### src/design/bnhm_pkg.sv
package bnhm_pkg;

   localparam int CSR_W = 16;
   localparam int CSR_IDX_W = 3;

   localparam logic [CSR_IDX_W-1:0] CSR_HB_TIMEOUT = 3'd0;
   localparam logic [CSR_IDX_W-1:0] CSR_VALVE_TIMEOUT = 3'd1;
   localparam logic [CSR_IDX_W-1:0] CSR_NOMINAL_CODE = 3'd2;
   localparam logic [CSR_IDX_W-1:0] CSR_PRESSURE_ID = 3'd3;
   localparam logic [CSR_IDX_W-1:0] CSR_BATTERY_ID = 3'd4;
   localparam logic [CSR_IDX_W-1:0] CSR_VALVE_UNKNOWN = 3'd5;
   localparam logic [CSR_IDX_W-1:0] CSR_VALVE_MASK = 3'd6;

   localparam logic [2:0] RPT_NONE = 3'd0;
   localparam logic [2:0] RPT_NODE_ERROR = 3'd1;
   localparam logic [2:0] RPT_ILLEGAL = 3'd2;
   localparam logic [2:0] RPT_DUP_OWNER = 3'd3;
   localparam logic [2:0] RPT_DEAD = 3'd4;

   localparam logic [2:0] MSG_STATUS = 3'd0;
   localparam logic [2:0] MSG_VALVE = 3'd1;
   localparam logic [2:0] MSG_ANALOG = 3'd2;
   localparam logic [2:0] MSG_LIVENESS = 3'd3;

   localparam logic [9:0] PRESSURE_CAP = 10'd999;
   localparam logic [3:0] LAST_EMIT_CNT = 4'd14;

   typedef struct packed {
      logic capture;
      logic msg_exec;
      logic sw_read;
      logic sw_eval;
      logic vl_read;
      logic vl_eval;
      logic emit_step;
   } cmd_type;

   typedef struct packed {
      logic idx_last;
      logic dead_none;
      logic emit_done;
   } stat_type;

endpackage

### src/design/bus_node_health_monitor.sv
// Bus node health monitor. Pulse start with busy low to hand in one item: a bus
// message (req_mode 0) or a sweep (req_mode 1). A message raises busy and yields
// one result in the cycle after its busy state. A sweep reads each node's
// last-heard time from a table with one read port, in a read state and then an
// evaluate state per node, then reads and evaluates the valve owner's entry. It
// then walks the node ids again, one per cycle, giving a result at each dead node,
// or one empty result when none died. The final result appears in the first
// cycle with busy low. Results appear on rsp_strobe for one cycle each and cannot
// be held off; rsp_last marks the final result of an item. Status fields on the
// rsp_ ports are valid whenever rsp_strobe is high. The user must write registers
// through csr_we/csr_index/csr_wdata only while busy is low; the block does not enforce this.
module bus_node_health_monitor
   import bnhm_pkg::*;
#(
   parameter int MAX_NODE_ID = 14,
   parameter int NOMINAL_LIMIT = 20
) (
   input  logic                 clock,
   input  logic                 reset,
   input  logic                 start,
   output logic                 busy,
   input  logic                 req_mode,
   input  logic [31:0]          req_now_ms,
   input  logic [4:0]           req_sender_id,
   input  logic [2:0]           req_msg_kind,
   input  logic [7:0]           req_data_two,
   input  logic [7:0]           req_data_three,
   input  logic [31:0]          req_data_tail,
   input  logic                 csr_we,
   input  logic [CSR_IDX_W-1:0] csr_index,
   input  logic [CSR_W-1:0]     csr_wdata,
   output logic                 rsp_strobe,
   output logic                 rsp_last,
   output logic [2:0]           rsp_report_kind,
   output logic [4:0]           rsp_report_node,
   output logic [7:0]           rsp_report_code,
   output logic [31:0]          rsp_report_args,
   output logic [3:0]           rsp_connected_nodes,
   output logic [1:0]           rsp_valve_state,
   output logic                 rsp_errors_active,
   output logic [9:0]           rsp_tank_pressure,
   output logic [15:0]          rsp_battery_mv
);

   cmd_type cmd;
   stat_type stat;

   bnhm_ctrl u_ctrl (
      .clock (clock),
      .reset (reset),
      .start (start),
      .mode  (req_mode),
      .busy  (busy),
      .cmd   (cmd),
      .stat  (stat)
   );

   bnhm_dp #(
      .MAX_NODE_ID   (MAX_NODE_ID),
      .NOMINAL_LIMIT (NOMINAL_LIMIT)
   ) u_dp (
      .clock               (clock),
      .reset               (reset),
      .cmd                 (cmd),
      .stat                (stat),
      .csr_we              (csr_we),
      .csr_index           (csr_index),
      .csr_wdata           (csr_wdata),
      .req_now_ms          (req_now_ms),
      .req_sender_id       (req_sender_id),
      .req_msg_kind        (req_msg_kind),
      .req_data_two        (req_data_two),
      .req_data_three      (req_data_three),
      .req_data_tail       (req_data_tail),
      .rsp_strobe          (rsp_strobe),
      .rsp_last            (rsp_last),
      .rsp_report_kind     (rsp_report_kind),
      .rsp_report_node     (rsp_report_node),
      .rsp_report_code     (rsp_report_code),
      .rsp_report_args     (rsp_report_args),
      .rsp_connected_nodes (rsp_connected_nodes),
      .rsp_valve_state     (rsp_valve_state),
      .rsp_errors_active   (rsp_errors_active),
      .rsp_tank_pressure   (rsp_tank_pressure),
      .rsp_battery_mv      (rsp_battery_mv)
   );

`ifndef SYNTH
   a_more_follows: assert property (@(posedge clock) disable iff (reset)
      rsp_strobe && !rsp_last |-> busy)
      else $error("non-final result with block idle");

   a_start_busy: assert property (@(posedge clock) disable iff (reset)
      start && !busy |=> busy)
      else $error("accepted transfer did not raise busy");

   a_none_is_last: assert property (@(posedge clock) disable iff (reset)
      rsp_strobe && (rsp_report_kind == RPT_NONE) |-> rsp_last)
      else $error("empty report not final");

   a_dead_node: assert property (@(posedge clock) disable iff (reset)
      rsp_strobe && (rsp_report_kind == RPT_DEAD) |-> (rsp_report_node != 5'd0))
      else $error("node zero reported dead");
`endif

endmodule

### src/design/bnhm_ctrl.sv
module bnhm_ctrl
   import bnhm_pkg::*;
(
   input  logic     clock,
   input  logic     reset,
   input  logic     start,
   input  logic     mode,
   output logic     busy,
   output cmd_type  cmd,
   input  stat_type stat
);

   typedef enum logic [6:0] {
      ST_IDLE = 7'b0000001,
      ST_MSG  = 7'b0000010,
      ST_SWRD = 7'b0000100,
      ST_SWEV = 7'b0001000,
      ST_VLRD = 7'b0010000,
      ST_VLEV = 7'b0100000,
      ST_EMIT = 7'b1000000
   } state_type;

   state_type state_ff, state_in;

   always_ff @(posedge clock) begin
      if (reset) begin
         state_ff <= ST_IDLE;
      end else begin
         state_ff <= state_in;
      end
   end

   always_comb begin
      state_in = state_ff;
      cmd = '0;
      unique case (state_ff)
         ST_IDLE: begin
            if (start) begin
               cmd.capture = 1'b1;
               state_in = mode ? ST_SWRD : ST_MSG;
            end
         end
         ST_MSG: begin
            cmd.msg_exec = 1'b1;
            state_in = ST_IDLE;
         end
         ST_SWRD: begin
            cmd.sw_read = 1'b1;
            state_in = ST_SWEV;
         end
         ST_SWEV: begin
            cmd.sw_eval = 1'b1;
            state_in = stat.idx_last ? ST_VLRD : ST_SWRD;
         end
         ST_VLRD: begin
            cmd.vl_read = 1'b1;
            state_in = ST_VLEV;
         end
         ST_VLEV: begin
            cmd.vl_eval = 1'b1;
            state_in = stat.dead_none ? ST_IDLE : ST_EMIT;
         end
         ST_EMIT: begin
            cmd.emit_step = 1'b1;
            if (stat.emit_done) begin
               state_in = ST_IDLE;
            end
         end
         default: state_in = ST_IDLE;
      endcase
   end

   assign busy = (state_ff != ST_IDLE);

endmodule

### src/design/bnhm_dp.sv
module bnhm_dp
   import bnhm_pkg::*;
#(
   parameter int MAX_NODE_ID = 14,
   parameter int NOMINAL_LIMIT = 20
) (
   input  logic             clock,
   input  logic             reset,
   input  cmd_type          cmd,
   output stat_type         stat,
   input  logic             csr_we,
   input  logic [CSR_IDX_W-1:0] csr_index,
   input  logic [CSR_W-1:0] csr_wdata,
   input  logic [31:0]      req_now_ms,
   input  logic [4:0]       req_sender_id,
   input  logic [2:0]       req_msg_kind,
   input  logic [7:0]       req_data_two,
   input  logic [7:0]       req_data_three,
   input  logic [31:0]      req_data_tail,
   output logic             rsp_strobe,
   output logic             rsp_last,
   output logic [2:0]       rsp_report_kind,
   output logic [4:0]       rsp_report_node,
   output logic [7:0]       rsp_report_code,
   output logic [31:0]      rsp_report_args,
   output logic [3:0]       rsp_connected_nodes,
   output logic [1:0]       rsp_valve_state,
   output logic             rsp_errors_active,
   output logic [9:0]       rsp_tank_pressure,
   output logic [15:0]      rsp_battery_mv
);

   localparam int NSLOT = MAX_NODE_ID + 1;
   localparam int IDW = $clog2(NSLOT);
   localparam logic [IDW-1:0] IDX_MAX = IDW'(MAX_NODE_ID);
   localparam logic [IDW-1:0] IDX_FIRST = IDW'(1);
   localparam logic [4:0] SENDER_MAX = 5'(MAX_NODE_ID);
   localparam logic [4:0] RUN_LIMIT = 5'(NOMINAL_LIMIT);

   logic [15:0] hb_to_ff, vl_to_ff;
   logic [7:0] nom_ff, psid_ff, bsid_ff;
   logic [1:0] vunk_ff;
   logic [3:0] vmask_ff;

   logic [31:0] now_ff;
   logic [4:0] sender_ff;
   logic [2:0] kind_ff;
   logic [7:0] d2_ff, d3_ff;
   logic [31:0] tail_ff;

   logic [NSLOT-1:0] seen_ff, seen_in;
   logic [4:0] run_ff [NSLOT];
   logic [IDW-1:0] owner_ff, owner_in;
   logic [1:0] valve_ff, valve_in;
   logic [3:0] conn_ff, conn_in;
   logic err_ff, err_in;
   logic [15:0] press_ff, press_in, batt_ff, batt_in;

   logic [31:0] heard_mem [NSLOT];
   logic [31:0] heard_rd_ff;
   logic [IDW-1:0] rd_addr;
   logic touch;

   logic [IDW-1:0] idx_ff, idx_in;
   logic [NSLOT-1:0] dead_ff, dead_in, dead_rem;
   logic [3:0] cnt_ff, cnt_in, ecnt_ff, ecnt_in;

   logic out_v_ff, out_v_in, out_last_ff, out_last_in;
   logic [2:0] out_kind_ff, out_kind_in;
   logic [4:0] out_node_ff, out_node_in;
   logic [7:0] out_code_ff, out_code_in;
   logic [31:0] out_args_ff, out_args_in;

   logic [IDW-1:0] sidx;
   logic any_low;
   logic run_we;
   logic [4:0] run_wd;
   logic emit_last;
   logic [31:0] age;

   assign sidx = sender_ff[IDW-1:0];
   assign age = now_ff - heard_rd_ff;

   always_ff @(posedge clock) begin
      if (reset) begin
         hb_to_ff <= 16'd1000;
         vl_to_ff <= 16'd1000;
         nom_ff <= 8'd0;
         psid_ff <= 8'd0;
         bsid_ff <= 8'd1;
         vunk_ff <= 2'd2;
         vmask_ff <= 4'hF;
      end else if (csr_we) begin
         unique case (csr_index)
            CSR_HB_TIMEOUT: hb_to_ff <= csr_wdata;
            CSR_VALVE_TIMEOUT: vl_to_ff <= csr_wdata;
            CSR_NOMINAL_CODE: nom_ff <= csr_wdata[7:0];
            CSR_PRESSURE_ID: psid_ff <= csr_wdata[7:0];
            CSR_BATTERY_ID: bsid_ff <= csr_wdata[7:0];
            CSR_VALVE_UNKNOWN: vunk_ff <= csr_wdata[1:0];
            CSR_VALVE_MASK: vmask_ff <= csr_wdata[3:0];
            default: ;
         endcase
      end
   end

   always_ff @(posedge clock) begin
      if (cmd.capture) begin
         now_ff <= req_now_ms;
         sender_ff <= req_sender_id;
         kind_ff <= req_msg_kind;
         d2_ff <= req_data_two;
         d3_ff <= req_data_three;
         tail_ff <= req_data_tail;
      end
   end

   always_comb begin
      any_low = 1'b0;
      for (int i = 1; i < NSLOT; i++) begin
         if (seen_ff[i] && (run_ff[i] < RUN_LIMIT)) begin
            any_low = 1'b1;
         end
      end
   end

   always_comb begin
      rd_addr = cmd.vl_read ? owner_ff : idx_ff;
      dead_rem = dead_ff;
      dead_rem[idx_ff] = 1'b0;
      emit_last = (dead_rem == '0) || (ecnt_ff == LAST_EMIT_CNT);
   end

   always_comb begin
      seen_in = seen_ff;
      owner_in = owner_ff;
      valve_in = valve_ff;
      conn_in = conn_ff;
      err_in = err_ff;
      press_in = press_ff;
      batt_in = batt_ff;
      idx_in = idx_ff;
      dead_in = dead_ff;
      cnt_in = cnt_ff;
      ecnt_in = ecnt_ff;
      touch = 1'b0;
      run_we = 1'b0;
      run_wd = '0;
      out_v_in = 1'b0;
      out_last_in = 1'b1;
      out_kind_in = RPT_NONE;
      out_node_in = '0;
      out_code_in = '0;
      out_args_in = '0;

      if (cmd.capture) begin
         idx_in = IDX_FIRST;
         dead_in = '0;
         cnt_in = '0;
      end

      if (cmd.msg_exec) begin
         out_v_in = 1'b1;
         if (sender_ff > SENDER_MAX) begin
            out_kind_in = RPT_ILLEGAL;
            out_node_in = sender_ff;
         end else begin
            case (kind_ff)
               MSG_STATUS: begin
                  touch = 1'b1;
                  if (d3_ff == nom_ff) begin
                     if (run_ff[sidx] < RUN_LIMIT) begin
                        run_we = 1'b1;
                        run_wd = run_ff[sidx] + 5'd1;
                     end else if (!any_low) begin
                        err_in = 1'b0;
                     end
                  end else begin
                     run_we = 1'b1;
                     run_wd = '0;
                     err_in = 1'b1;
                     out_kind_in = RPT_NODE_ERROR;
                     out_node_in = sender_ff;
                     out_code_in = d3_ff;
                     out_args_in = tail_ff;
                  end
               end
               MSG_VALVE: begin
                  touch = 1'b1;
                  if ((sidx != owner_ff) && (owner_ff != '0)) begin
                     out_kind_in = RPT_DUP_OWNER;
                     out_node_in = sender_ff;
                     out_args_in = 32'(owner_ff);
                  end else if ((d3_ff > 8'd3) || !vmask_ff[d3_ff[1:0]]) begin
                     out_kind_in = RPT_ILLEGAL;
                     out_node_in = sender_ff;
                  end else begin
                     valve_in = d3_ff[1:0];
                     owner_in = sidx;
                  end
               end
               MSG_ANALOG: begin
                  touch = 1'b1;
                  if (d2_ff == psid_ff) begin
                     press_in = {d3_ff, tail_ff[31:24]};
                  end
                  if (d2_ff == bsid_ff) begin
                     batt_in = {d3_ff, tail_ff[31:24]};
                  end
               end
               MSG_LIVENESS: touch = 1'b1;
               default: ;
            endcase
         end
         if (touch) begin
            seen_in[sidx] = 1'b1;
         end
      end

      if (cmd.sw_eval) begin
         if (seen_ff[idx_ff]) begin
            if (age < 32'(hb_to_ff)) begin
               if (cnt_ff != 4'hF) begin
                  cnt_in = cnt_ff + 4'd1;
               end
            end else begin
               seen_in[idx_ff] = 1'b0;
               dead_in[idx_ff] = 1'b1;
            end
         end
         if (idx_ff != IDX_MAX) begin
            idx_in = idx_ff + IDX_FIRST;
         end
      end

      if (cmd.vl_eval) begin
         conn_in = cnt_ff;
         idx_in = IDX_FIRST;
         ecnt_in = '0;
         if ((owner_ff == '0) || !seen_ff[owner_ff] || (age >= 32'(vl_to_ff))) begin
            valve_in = vunk_ff;
         end
         if (dead_ff == '0) begin
            out_v_in = 1'b1;
         end
      end

      if (cmd.emit_step) begin
         if (dead_ff[idx_ff]) begin
            out_v_in = 1'b1;
            out_last_in = emit_last;
            out_kind_in = RPT_DEAD;
            out_node_in = 5'(idx_ff);
            dead_in = dead_rem;
            ecnt_in = ecnt_ff + 4'd1;
         end
         if (idx_ff != IDX_MAX) begin
            idx_in = idx_ff + IDX_FIRST;
         end
      end
   end

   assign stat.idx_last = (idx_ff == IDX_MAX);
   assign stat.dead_none = (dead_ff == '0);
   assign stat.emit_done = (idx_ff == IDX_MAX) || (dead_ff[idx_ff] && emit_last);

   always_ff @(posedge clock) begin
      if (touch) begin
         heard_mem[sidx] <= now_ff;
      end
      heard_rd_ff <= heard_mem[rd_addr];
   end

   always_ff @(posedge clock) begin
      if (reset) begin
         for (int i = 0; i < NSLOT; i++) begin
            run_ff[i] <= '0;
         end
      end else if (run_we) begin
         run_ff[sidx] <= run_wd;
      end
   end

   always_ff @(posedge clock) begin
      if (reset) begin
         seen_ff <= '0;
         owner_ff <= '0;
         valve_ff <= 2'd2;
         conn_ff <= '0;
         err_ff <= 1'b0;
         press_ff <= '0;
         batt_ff <= '0;
         idx_ff <= IDX_FIRST;
         dead_ff <= '0;
         cnt_ff <= '0;
         ecnt_ff <= '0;
         out_v_ff <= 1'b0;
      end else begin
         seen_ff <= seen_in;
         owner_ff <= owner_in;
         valve_ff <= valve_in;
         conn_ff <= conn_in;
         err_ff <= err_in;
         press_ff <= press_in;
         batt_ff <= batt_in;
         idx_ff <= idx_in;
         dead_ff <= dead_in;
         cnt_ff <= cnt_in;
         ecnt_ff <= ecnt_in;
         out_v_ff <= out_v_in;
      end
   end

   always_ff @(posedge clock) begin
      out_last_ff <= out_last_in;
      out_kind_ff <= out_kind_in;
      out_node_ff <= out_node_in;
      out_code_ff <= out_code_in;
      out_args_ff <= out_args_in;
   end

   assign rsp_strobe = out_v_ff;
   assign rsp_last = out_last_ff;
   assign rsp_report_kind = out_kind_ff;
   assign rsp_report_node = out_node_ff;
   assign rsp_report_code = out_code_ff;
   assign rsp_report_args = out_args_ff;
   assign rsp_connected_nodes = conn_ff;
   assign rsp_valve_state = valve_ff;
   assign rsp_errors_active = err_ff;
   assign rsp_tank_pressure = (press_ff > 16'(PRESSURE_CAP)) ? PRESSURE_CAP : press_ff[9:0];
   assign rsp_battery_mv = batt_ff;

endmodule
### config.mk
export PLATFORM = sky130hd
export DESIGN_NAME = bus_node_health_monitor
export DESIGN_NICKNAME = d
export VERILOG_FILES = /design/src/design/bnhm_pkg.sv /design/src/design/bus_node_health_monitor.sv /design/src/design/bnhm_ctrl.sv /design/src/design/bnhm_dp.sv
export SDC_FILE = /design/constraint.sdc
export NUM_CORES = 1
export LEC_CHECK = 0
export BUFFER_PORTS_ARGS = -buffer_cell sky130_fd_sc_hd__clkbuf_2
export CAP_MARGIN = 20
export CORE_MARGIN = 2
export CORE_UTILIZATION = 61
export CTS_CLUSTER_SIZE = 16
export DETAILED_ROUTE_END_ITERATION = 16
export PLACE_DENSITY = 0.79
export REMOVE_ABC_BUFFERS = 1
export SLEW_MARGIN = 10
export SYNTH_ARGS = -nofsm -noshare
export SYNTH_HDL_FRONTEND = slang
export SYNTH_SLANG_ARGS = --single-unit
### constraint.sdc
create_clock -name clock -period 5.1 [get_ports clock]
set_input_delay 0.51 -clock clock [delete_from_list [all_inputs] [get_ports clock]]
set_output_delay 0.51 -clock clock [all_outputs]
set_load 0.03 [all_outputs]
# Word level (Yosys, flattened, before mapping)
# Memory sizes are Yosys's and may differ from the RTL's. A register that Yosys moved wholly into a read port is not among the register bits.
# Index checks and enable logic that the tools add are counted.
[word_totals]
reg_bits = 292
ramBits = 555
out_inout_bits = 84
wordCells = 276
n_memories = 2
[op_classes]
addsub = 5
n_lt_le_gt_ge = 26
n_eq_ne = 29
muxes = 125
n_bitwise = 10
n_reduce_logical = 48
[mem_list]
columns = ["memory", "words", "width", "read_ports", "rd_clocked_by_memory_dff", "write_ports", "line", "text"]
rows = [
  ["u_dp.heard_mem", 15, 32, 1, 1, 1, "bnhm_dp.sv:59", "logic [31:0] heard_mem [NSLOT];"],
  ["u_dp.run_ff", 15, 5, 15, 1, 15, "bnhm_dp.sv:52", "logic [4:0] run_ff [NSLOT];"],
]
[op_table]
columns = ["cell", "n"]
rows = [
  ["$mux 15", 11],
  ["$lt 5x5->1 const B", 15],
  ["$mux 4", 18],
  ["$mux 5", 14],
  ["$pmux 32 s2", 1],
  ["$mux 1", 53],
  ["$pmux 7 s6", 1],
  ["$ge 32x16->1", 1],
  ["$lt 32x16->1", 1],
  ["$mux 32", 1],
  ["$sub 32x32->32", 1],
  ["$and 15x15->15", 2],
  ["$logic_not 15->1", 2],
  ["$or 15x15->15", 2],
  ["$eq 8x8->1", 3],
  ["$mux 7", 3],
  ["$logic_and 1x1->1", 18],
  ["$mux 3", 6],
  ["$reduce_and 2->1", 9],
  ["$gt 16x10->1 const B", 1],
  ["$mux 2", 8],
  ["$lt 4x5->1 const B", 3],
  ["$not 15->15", 1],
  ["$add 4x1->4 const B", 3],
  ["37 further kinds", 65],
]

# Logic depth before layout (Yosys ltp)
# Gate-level depths: netlist of the first run.
# An unclocked memory read counts as a cell.
[logic_depth]
depth_word = 20
ltp_mapped = 18
depth_no_buf = 18

# Modules after synthesis
# A second synthesis of the first run with hierarchy kept.
[unflattened]
cells_unflattened = 2806
hier_area_um2 = 37029.3
[by_module_without_submodules]
columns = ["mod", "instances", "cells_per_inst", "area_each_um2"]
rows = [
  ["bnhm_dp", 1, 2762, 36641.4],
  ["bnhm_ctrl", 1, 44, 387.9],
]

# Least setup slack after synthesis of the first run
# OpenSTA, ideal clock, no wires.
[synth_path]
path_type = "reg-to-reg"
from = "register u_dp.now_ff[0]"
to = "register u_dp.cnt_ff[0]"
arrival_ps = 3619
path_slack_ps = 1360
stages_incl_launch_ff = 15
path_cell_list = "edfxtp_1 > inv_1 > ha_1 > fa_1 > nand2b_1 > a21oi_1 > o21ai_1 > o21ai_0 > xor2_1 > ha_1 > a21o_1 > a221oi_1 > o21ai_0 > nor4_4 > mux2_2"
[synth_between]
elab_chain_len = 5
[synth_lines]
columns = ["item", "line", "text"]
rows = [
  ["from (decl)", "bnhm_dp.sv:45", "logic [31:0] now_ff;"],
  ["from (signal assigned)", "bnhm_dp.sv:109", "now_ff <= req_now_ms;"],
  ["$sub 32x32->32", "bnhm_dp.sv:82", "assign age = now_ff - heard_rd_ff;"],
  ["$lt 32x16->1", "bnhm_dp.sv:222", "if (age < 32'(hb_to_ff)) begin"],
  ["$mux 4", "bnhm_dp.sv:222", ""],
  ["$mux 4", "bnhm_dp.sv:221", "if (seen_ff[idx_ff]) begin"],
  ["$mux 4", "bnhm_dp.sv:220", "if (cmd.sw_eval) begin"],
  ["to (signal assigned)", "bnhm_dp.sv:308", "cnt_ff <= cnt_in;"],
  ["to (decl)", "bnhm_dp.sv:66", "logic [3:0] cnt_ff, cnt_in, ecnt_ff, ecnt_in;"],
]
# Every way passes these cells.
# A chain may end at the register's enable or synchronous reset.

# Worst setup path in the final report of the first run
[layout_path]
from = "register u_dp.now_ff[11]"
to = "register u_dp.valve_ff[0] (netlist: u_dp.rsp_valve_state[0])"
[layout_between]
elab_chain_len = 5
[layout_lines]
columns = ["item", "line", "text"]
rows = [
  ["$sub 32x32->32", "bnhm_dp.sv:82", ""],
  ["$ge 32x16->1", "bnhm_dp.sv:240", "if ((owner_ff == '0) || !seen_ff[owner_ff] || (age >= 32'(vl_to_ff))) begin"],
  ["$logic_or 1x1->1", "bnhm_dp.sv:240", ""],
  ["$mux 2", "bnhm_dp.sv:240", ""],
  ["$mux 2", "bnhm_dp.sv:236", "if (cmd.vl_eval) begin"],
  ["to (signal assigned)", "bnhm_dp.sv:301", "valve_ff <= valve_in;"],
  ["to (decl)", "bnhm_dp.sv:54", "logic [1:0] valve_ff, valve_in;"],
]
# Every way passes these cells.

==> impl_metrics.tcl, run 1 <==
set metrics [dict create \
    dp_worst_setup_slack_ns 0.525 \
    holdWs_ns 0.0429 \
    cpMostUsedCell "ha_1" \
    crit_chain "ha_1 -> nand4_1 -> or3_1 -> o21ai_2 -> xor2_1 -> ha_1 -> and4_1 -> a2111oi_0 -> o211ai_1 -> a21oi_1 -> o32ai_1 -> or2_2" \
    drc 0 \
    num_rows 90 \
    syn_area_per_cell_um2 12.4 \
    grt_usage_pct 29.9 \
    worstSetupPathType "reg2reg" \
    cpPeakStageDelay_ns 0.64 \
    p_total_mw 16.4 \
    clock_power_share_pct 38.9 \
    yosys.area.top_type "edfxtp_1" \
    holdBufCountCts 0 \
    yosysSeqAreaShare_pct 64.6 \
    die_width_um 252 \
    swShare_pct 24.5 \
    synthCells 3042 \
    yosysTopAreaCellShare_pct 51.8 \
    synth_seq_cells 888 \
    syn_to_final_growth_pct 13.1 \
    hold_path_class "in2reg" \
    setup-violations-final 0 \
    avgViaCountPerCell 6.26 \
    max_freq_mhz 211 \
    dr.pass1.iters 5 \
    antenna_left 0 \
    fp.coreArea_um2 60600 \
    grt_pass1_wl_mm 145 \
    fillers 4111 \
    start_kind "register" \
    finalHoldViolCount 0 \
    crit_buf_inv 0 \
    yosysMostFrequentCell "edfxtp_1" \
    layout_min_cycle_time_ns 4.74 \
    grt.overflow.total 0 \
    worst_setup_path_end_kind "register" \
    nets 3385 \
    synth-edff-count 648 \
    critPathTopFamily "compound AO/OA/AOI/OAI gates" \
    p_sw_mw 4.01 \
    clock-root-buffer "clkbuf_16" \
    die-area_um2 63600 \
    crit_arrival_ns 5.26 \
    antenna_found_initial 2 \
    cap_violations 0 \
    htree_levels 3 \
    antenna_cells 0 \
    status "finished, final reports clean" \
    cp_max_fo 16 \
    dp_hpwl_mm 61.0 \
    drv_slew 0 \
    postSynth.asyncResetShare_pct 0 \
    pwr-share-comb_pct 10.3 \
    clockBufferDepth 3 \
    yosysWarnings 0 \
    p_int_mw 12.4 \
    powerDensity_nw_per_um2 386 \
    cts_sinks 888 \
    grt_pass1_vias 25045 \
    cts_resized 0 \
    drtIter0Drc 2898 \
    finClkSkew_ns 0.0276 \
    grt_start_max_net_pins 157 \
    pwr-share-seq_pct 50.8 \
    clkTransAtPathRegs_ns 0.06 \
    die_h_um 252 \
    ys_types 82 \
    cts_inserted_buffers 87 \
    ys.flop_type "edfxtp_1" \
    drive_gt1_share_pct 14.7 \
    maxSlewHeadroom_pct 26.2 \
    peakVddDrop_mv 0.406 \
    cts_setup_buffers 0 \
    rsz0062_at_grt "false" \
    finalCritPeriodShare_pct 93.0 \
    wl_mm 94.8 \
    synth_common_cells "648 x edfxtp_1, 362 x nand2_1, 254 x nor2_1" \
    leakage_nw 15.4 \
    slowest_stage "edfxtp_1" \
    clk_latency_ns 0.64 \
    place.gp.congestion 0.957 \
    ios 196 \
    synth_area_um2 37600 \
    critPathRequiredTime_ns 5.62 \
    wl_per_cell_um 23.4 \
    via_count 25415 \
    synth_area_leaders "edfxtp_1 52%, dfxtp_1 13%, nand2_1 3.6%" \
    io_buffer_count 195 \
    tightest_slew_ns 1.10 \
    cts_tree "yes" \
    setup_slack_ns 0.359 \
    start_util_pct 62.0 \
]
-- power by group through the flow --
| stage | sequential [mW] | clock (mW) | combinational [mW] |
|---|---|---|---|
| CTS | 8.33 | 6.45 | 1.67 |
| global placement | 8.45 | 0 | 1.62 |
| global route | 8.36 | 6.73 | 1.85 |
| detailed placement | 8.48 | 0 | 1.66 |
| floorplan | 8.40 | 0 | 1.13 |
| finish | 8.33 | 6.38 | 1.68 |
-- layer usage --
layer  vias up  share of wire, %  wire length [um]  GRT usage (%)
li1      11594                 -                 -              -
met1     12567                40             38000           39.8
met4         2               3.5              3270           10.4
met5         -             0.014                13              0
met2      1051                50             47100           50.4
met3       201               6.8              6450           4.64
-- flip-flops by register name, indices dropped and copies added, names as in the netlist, 32 cells and up, named ones only --
| name | cells |
|---|---|
| u_dp.rsp_report_args | 32 |
| u_dp.tail_ff | 32 |
| u_dp.heard_rd_ff | 32 |
| u_dp.run_ff | 80 |
| u_dp.heard_mem | 480 |
| u_dp.now_ff | 32 |
-- metrics by stage --
stage / TNS [ns] / instances / utilization (%) / instance area, um^2
3_3_place_gp: 0 / 3893 / 65.3 / 39600
6_report: 0 / 4057 / 70.1 / 42500
4_1_cts: 0 / 4055 / 70.1 / 42500
5_1_grt: 0 / 4057 / 70.1 / 42500
2_1_floorplan: -206.73 / 2865 / - / 36900
3_5_place_dp: 0 / 3893 / 65.3 / 39600
-- kinds of logic (layout without fill, tap and decap cells) --
family	count (synthesis)	after routing	synth area share, %
compound gates	625	625	11.1
xor+xnor	54	54	1.26
fa+ha+maj	71	71	2.38
buf+inv	266	495	2.81
flops	888	888	64.6
mux	160	160	5.65
other cells	1	5	0.00998
simple gates	977	977	12.2
-- path summary, 6_finish.rpt --
kind	startpoint	end	slack, ns	cells after the start
worst max register to register	u_dp.now_ff[11]	u_dp.rsp_valve_state[0]	0.36	12
worst min register to register	u_dp.tail_ff[5]	u_dp.rsp_report_args[5]	0.46	1
worst min-delay path	req_data_tail[30]	u_dp.tail_ff[30]	0.04	1
worst max-delay path	u_dp.now_ff[11]	u_dp.rsp_valve_state[0]	0.36	12
-- final cells by class --
type / count / area [um^2] / area share, %
well taps: 782 / 978 / 2.30
clock inverters: 33 / 310 / 0.730
clock buffers: 129 / 2570 / 6.05
multi-input cells: 1892 / 12500 / 29.3
repair buffers: 248 / 1590 / 3.74
inverters: 85 / 322 / 0.757
flip-flops and latches: 888 / 24300 / 57.1
-- worst register-to-register path, cell delays in order, from the launching register on --
cell       delay (ns)
edfxtp_1         0.64
ha_1             0.58
nand4_1          0.19
or3_1            0.39
o21ai_2          0.25
xor2_1           0.37
ha_1             0.33
and4_1           0.20
a2111oi_0        0.59
o211ai_1         0.20
a21oi_1          0.43
o32ai_1          0.15
or2_2            0.31
-- layout by cell type, fill, tap and decap left out, drive strengths merged, types with 73 or more instances in the layout --
cell    count
edfxtp    648
nand2     362
clkbuf    323
nor2      255
dfxtp     240
a21oi     166
a211oi    157
mux2i     112
and2      104
inv        88
a31oi      73
Power figures use the tool's default switching activity.
==> run 2: changes to the inputs <==
--- a/config.mk
+++ b/config.mk
@@ -5,6 +5,7 @@
 export SDC_FILE = /design/constraint.sdc
 export NUM_CORES = 1
 export LEC_CHECK = 0
+export ABC_AREA = 1
 export BUFFER_PORTS_ARGS = -buffer_cell sky130_fd_sc_hd__clkbuf_2
 export CAP_MARGIN = 20
 export CORE_MARGIN = 2
==> run 2 against run 1 <==
Clock-buffer cell count is 5 higher. Global-route usage is 1.3 points higher. Clock power is 3% higher. Die area grew 1.5%. Maximum frequency rose by 17%. Final cell count increased by 19%.
==> impl_metrics.tcl, run 2 <==
set metrics [dict create \
    cts_inserted_buffers 88 \
    leakage_nw 16.5 \
    drv_slew 0 \
    drive_gt1_share_pct 12.0 \
    worstSetupPathType "reg2reg" \
    hold_depth 1 \
    start_kind "register" \
    drc 0 \
    cts_sinks 888 \
    start_util_pct 61.7 \
    synth_area_leaders "edfxtp_1 51%, dfxtp_1 13%, nor2_1 6.3%" \
    clk_latency_ns 0.67 \
    via_count 28493 \
    fin_area_um2 43000 \
    die-area_um2 64600 \
    grt_pass1_vias 26710 \
    yosysMostFrequentCell "edfxtp_1" \
    grt.overflow.total 0 \
    peakVddDrop_mv 0.291 \
    worst_setup_path_end_kind "register" \
    postSynth.asyncResetShare_pct 0 \
    powerDensity_nw_per_um2 364 \
    clock-root-buffer "clkbuf_16" \
    nets 4077 \
    io_buffer_count 195 \
    cts_tree "yes" \
    dr.pass1.iters 6 \
    status "finished, final reports clean" \
    hold_path_class "in2reg" \
    p_total_mw 15.7 \
    rsz0062_at_grt "false" \
    grt_usage_pct 31.2 \
    die_h_um 254 \
    cp_max_fo 29 \
    top_register "u_dp.heard_mem" \
    fp.coreArea_um2 61800 \
    yosysWarnings 0 \
    reg2reg_slack_ns 1.06 \
    holdBufCountCts 0 \
    place.gp.congestion 0.963 \
    reg.largest.list "u_dp.heard_mem x480, u_dp.run_ff x80" \
    avgViaCountPerCell 5.92 \
    largest_register_ffs 480 \
    final_core_util_pct 69.5 \
    num_rows 91 \
    ys_types 58 \
    wl_per_cell_um 21.2 \
    grt_start_max_net_pins 225 \
    holdWs_ns 0.0172 \
    whs_endpoint "u_dp.tail_ff[1]" \
    drtIter0Drc 3528 \
    ios 196 \
    ys.flop_type "edfxtp_1" \
    synth-edff-count 648 \
    cts_resized 0 \
    seqCellArea_um2 24300 \
    maxSlewHeadroom_pct 6.90 \
    critPathRequiredTime_ns 5.65 \
    layout_min_cycle_time_ns 4.04 \
    synth_area_um2 38100 \
    r2r-start "u_dp.now_ff[0]" \
    finClkSkew_ns 0.0390 \
    wl_mm 102 \
    setup-violations-final 0 \
    max_freq_mhz 247 \
    finalCritPeriodShare_pct 79.3 \
    yosys.area.top_type "edfxtp_1" \
    dp_hpwl_mm 61.0 \
    tightest_slew_ns 1.40 \
    yosysTopAreaCellShare_pct 51.0 \
    htree_levels 3 \
    grt_pass1_wl_mm 152 \
    clkTransAtPathRegs_ns 0.06 \
    synthCells 3728 \
    antenna_left 0 \
    multiInputGateArea_um2 11900 \
    crit_arrival_ns 4.59 \
    fillers 4441 \
    r2r_end "u_dp.dead_ff[2]" \
    synth_common_cells "648 x edfxtp_1, 642 x nor2_1, 451 x nand2_1" \
    syn_area_per_cell_um2 10.2 \
    finalHoldViolCount 0 \
    cts_setup_buffers 0 \
    cap_violations 0 \
    post_dp_cell_area_um2 40000 \
    yosysSeqAreaShare_pct 63.6 \
    mostFrequentLayoutCells "648 x edfxtp_1, 636 x nor2_1, 451 x nand2_1, 446 x o21ai_0, 349 x inv_1" \
    syn_to_final_growth_pct 12.6 \
    layout_commonest_cell "edfxtp_1" \
    die_width_um 254 \
    synth_seq_cells 888 \
    startpoint "u_dp.now_ff[0]" \
    antenna_found_initial 5 \
    r2r_cells 20 \
    clockBufferDepth 3 \
    min-delay-start "req_data_tail[1]" \
]
run 2: worst max-delay path by stage:
stage | cells after the start | slack, ns | endpoint
after floorplan | 12 | -2.33 | u_dp.cnt_ff[1]
after CTS | 12 | 1.03 | u_dp.heard_rd_ff[1]
final | 20 | 1.06 | u_dp.dead_ff[2]
after global routing | 20 | 0.76 | u_dp.dead_ff[2]
after detailed placement | 12 | 1.13 | u_dp.heard_rd_ff[4]
after global placement | 12 | 1.16 | u_dp.heard_rd_ff[17]
run 2: final cells by class:
class / count / share of cell area, %
sequential: 888 / 56.5
multi-input combinational: 2305 / 27.8
clock buffer: 134 / 6.20
inverter: 372 / 3.28
timing repair buffer: 239 / 3.15
tap: 837 / 2.44
clock inverter: 31 / 0.661
antenna: 4 / 0.0233
run 2: cell families after synthesis:
family	Yosys count	share of synthesized area (%)
adder cells (fa/ha/maj)	71	2.35
buffers and inverters	539	5.56
AO/OA/AOI/OAI	876	13.3
multiplexers	1	0.0262
flip-flops	888	63.6
XOR/XNOR	39	0.895
AND/OR/NAND/NOR	1313	14.3
other	1	0.00983
run 2: per-stage QoR:
step,setup WS (ns),TNS (ns),std cells
after floorplan,-2.33,-163.34,3565
after global placement,1.16,0,4640
after detailed placement,1.13,0,4640
after CTS,1.03,0,4805
after global routing,0.762,0,4810
final,1.06,0,4810
run 2: worst max-delay path, cell delays in order, from the launching register on:
cell and delay, ns:
edfxtp_1 0.65, inv_1 0.09, ha_1 0.23, fa_1 0.41
inv_1 0.09, nand3_1 0.08, nand2_2 0.13, nand2_1 0.07
nand2_2 0.08, nand2_1 0.05, nand2_1 0.10, xor2_1 0.28
ha_1 0.29, nand4_1 0.13, inv_1 0.06, a21oi_1 0.13
nand2_1 0.11, inv_1 0.16, nand2_2 0.44, nand3_1 0.23
a21oi_1 0.08
run 2: per-layer routing:
| metal | GRT usage [%] | wire length (um) | up-vias | share of wire, % |
|---|---|---|---|---|
| met5 | 0 | 0 | - | 0 |
| met4 | 13.2 | 3740 | 0 | 3.7 |
| met3 | 5.42 | 9550 | 269 | 9.4 |
| met2 | 49.3 | 48000 | 1466 | 47 |
| met1 | 42.8 | 40400 | 13510 | 40 |
| li1 | - | - | 13248 | - |
run 2: where the power goes:
group          internal [mW]  switching (mW)  total [mW]
sequential              7.93           0.154        8.08
combinational          0.326           0.709        1.04
clock                   3.82            2.72        6.54
total                   12.1            3.58        15.7
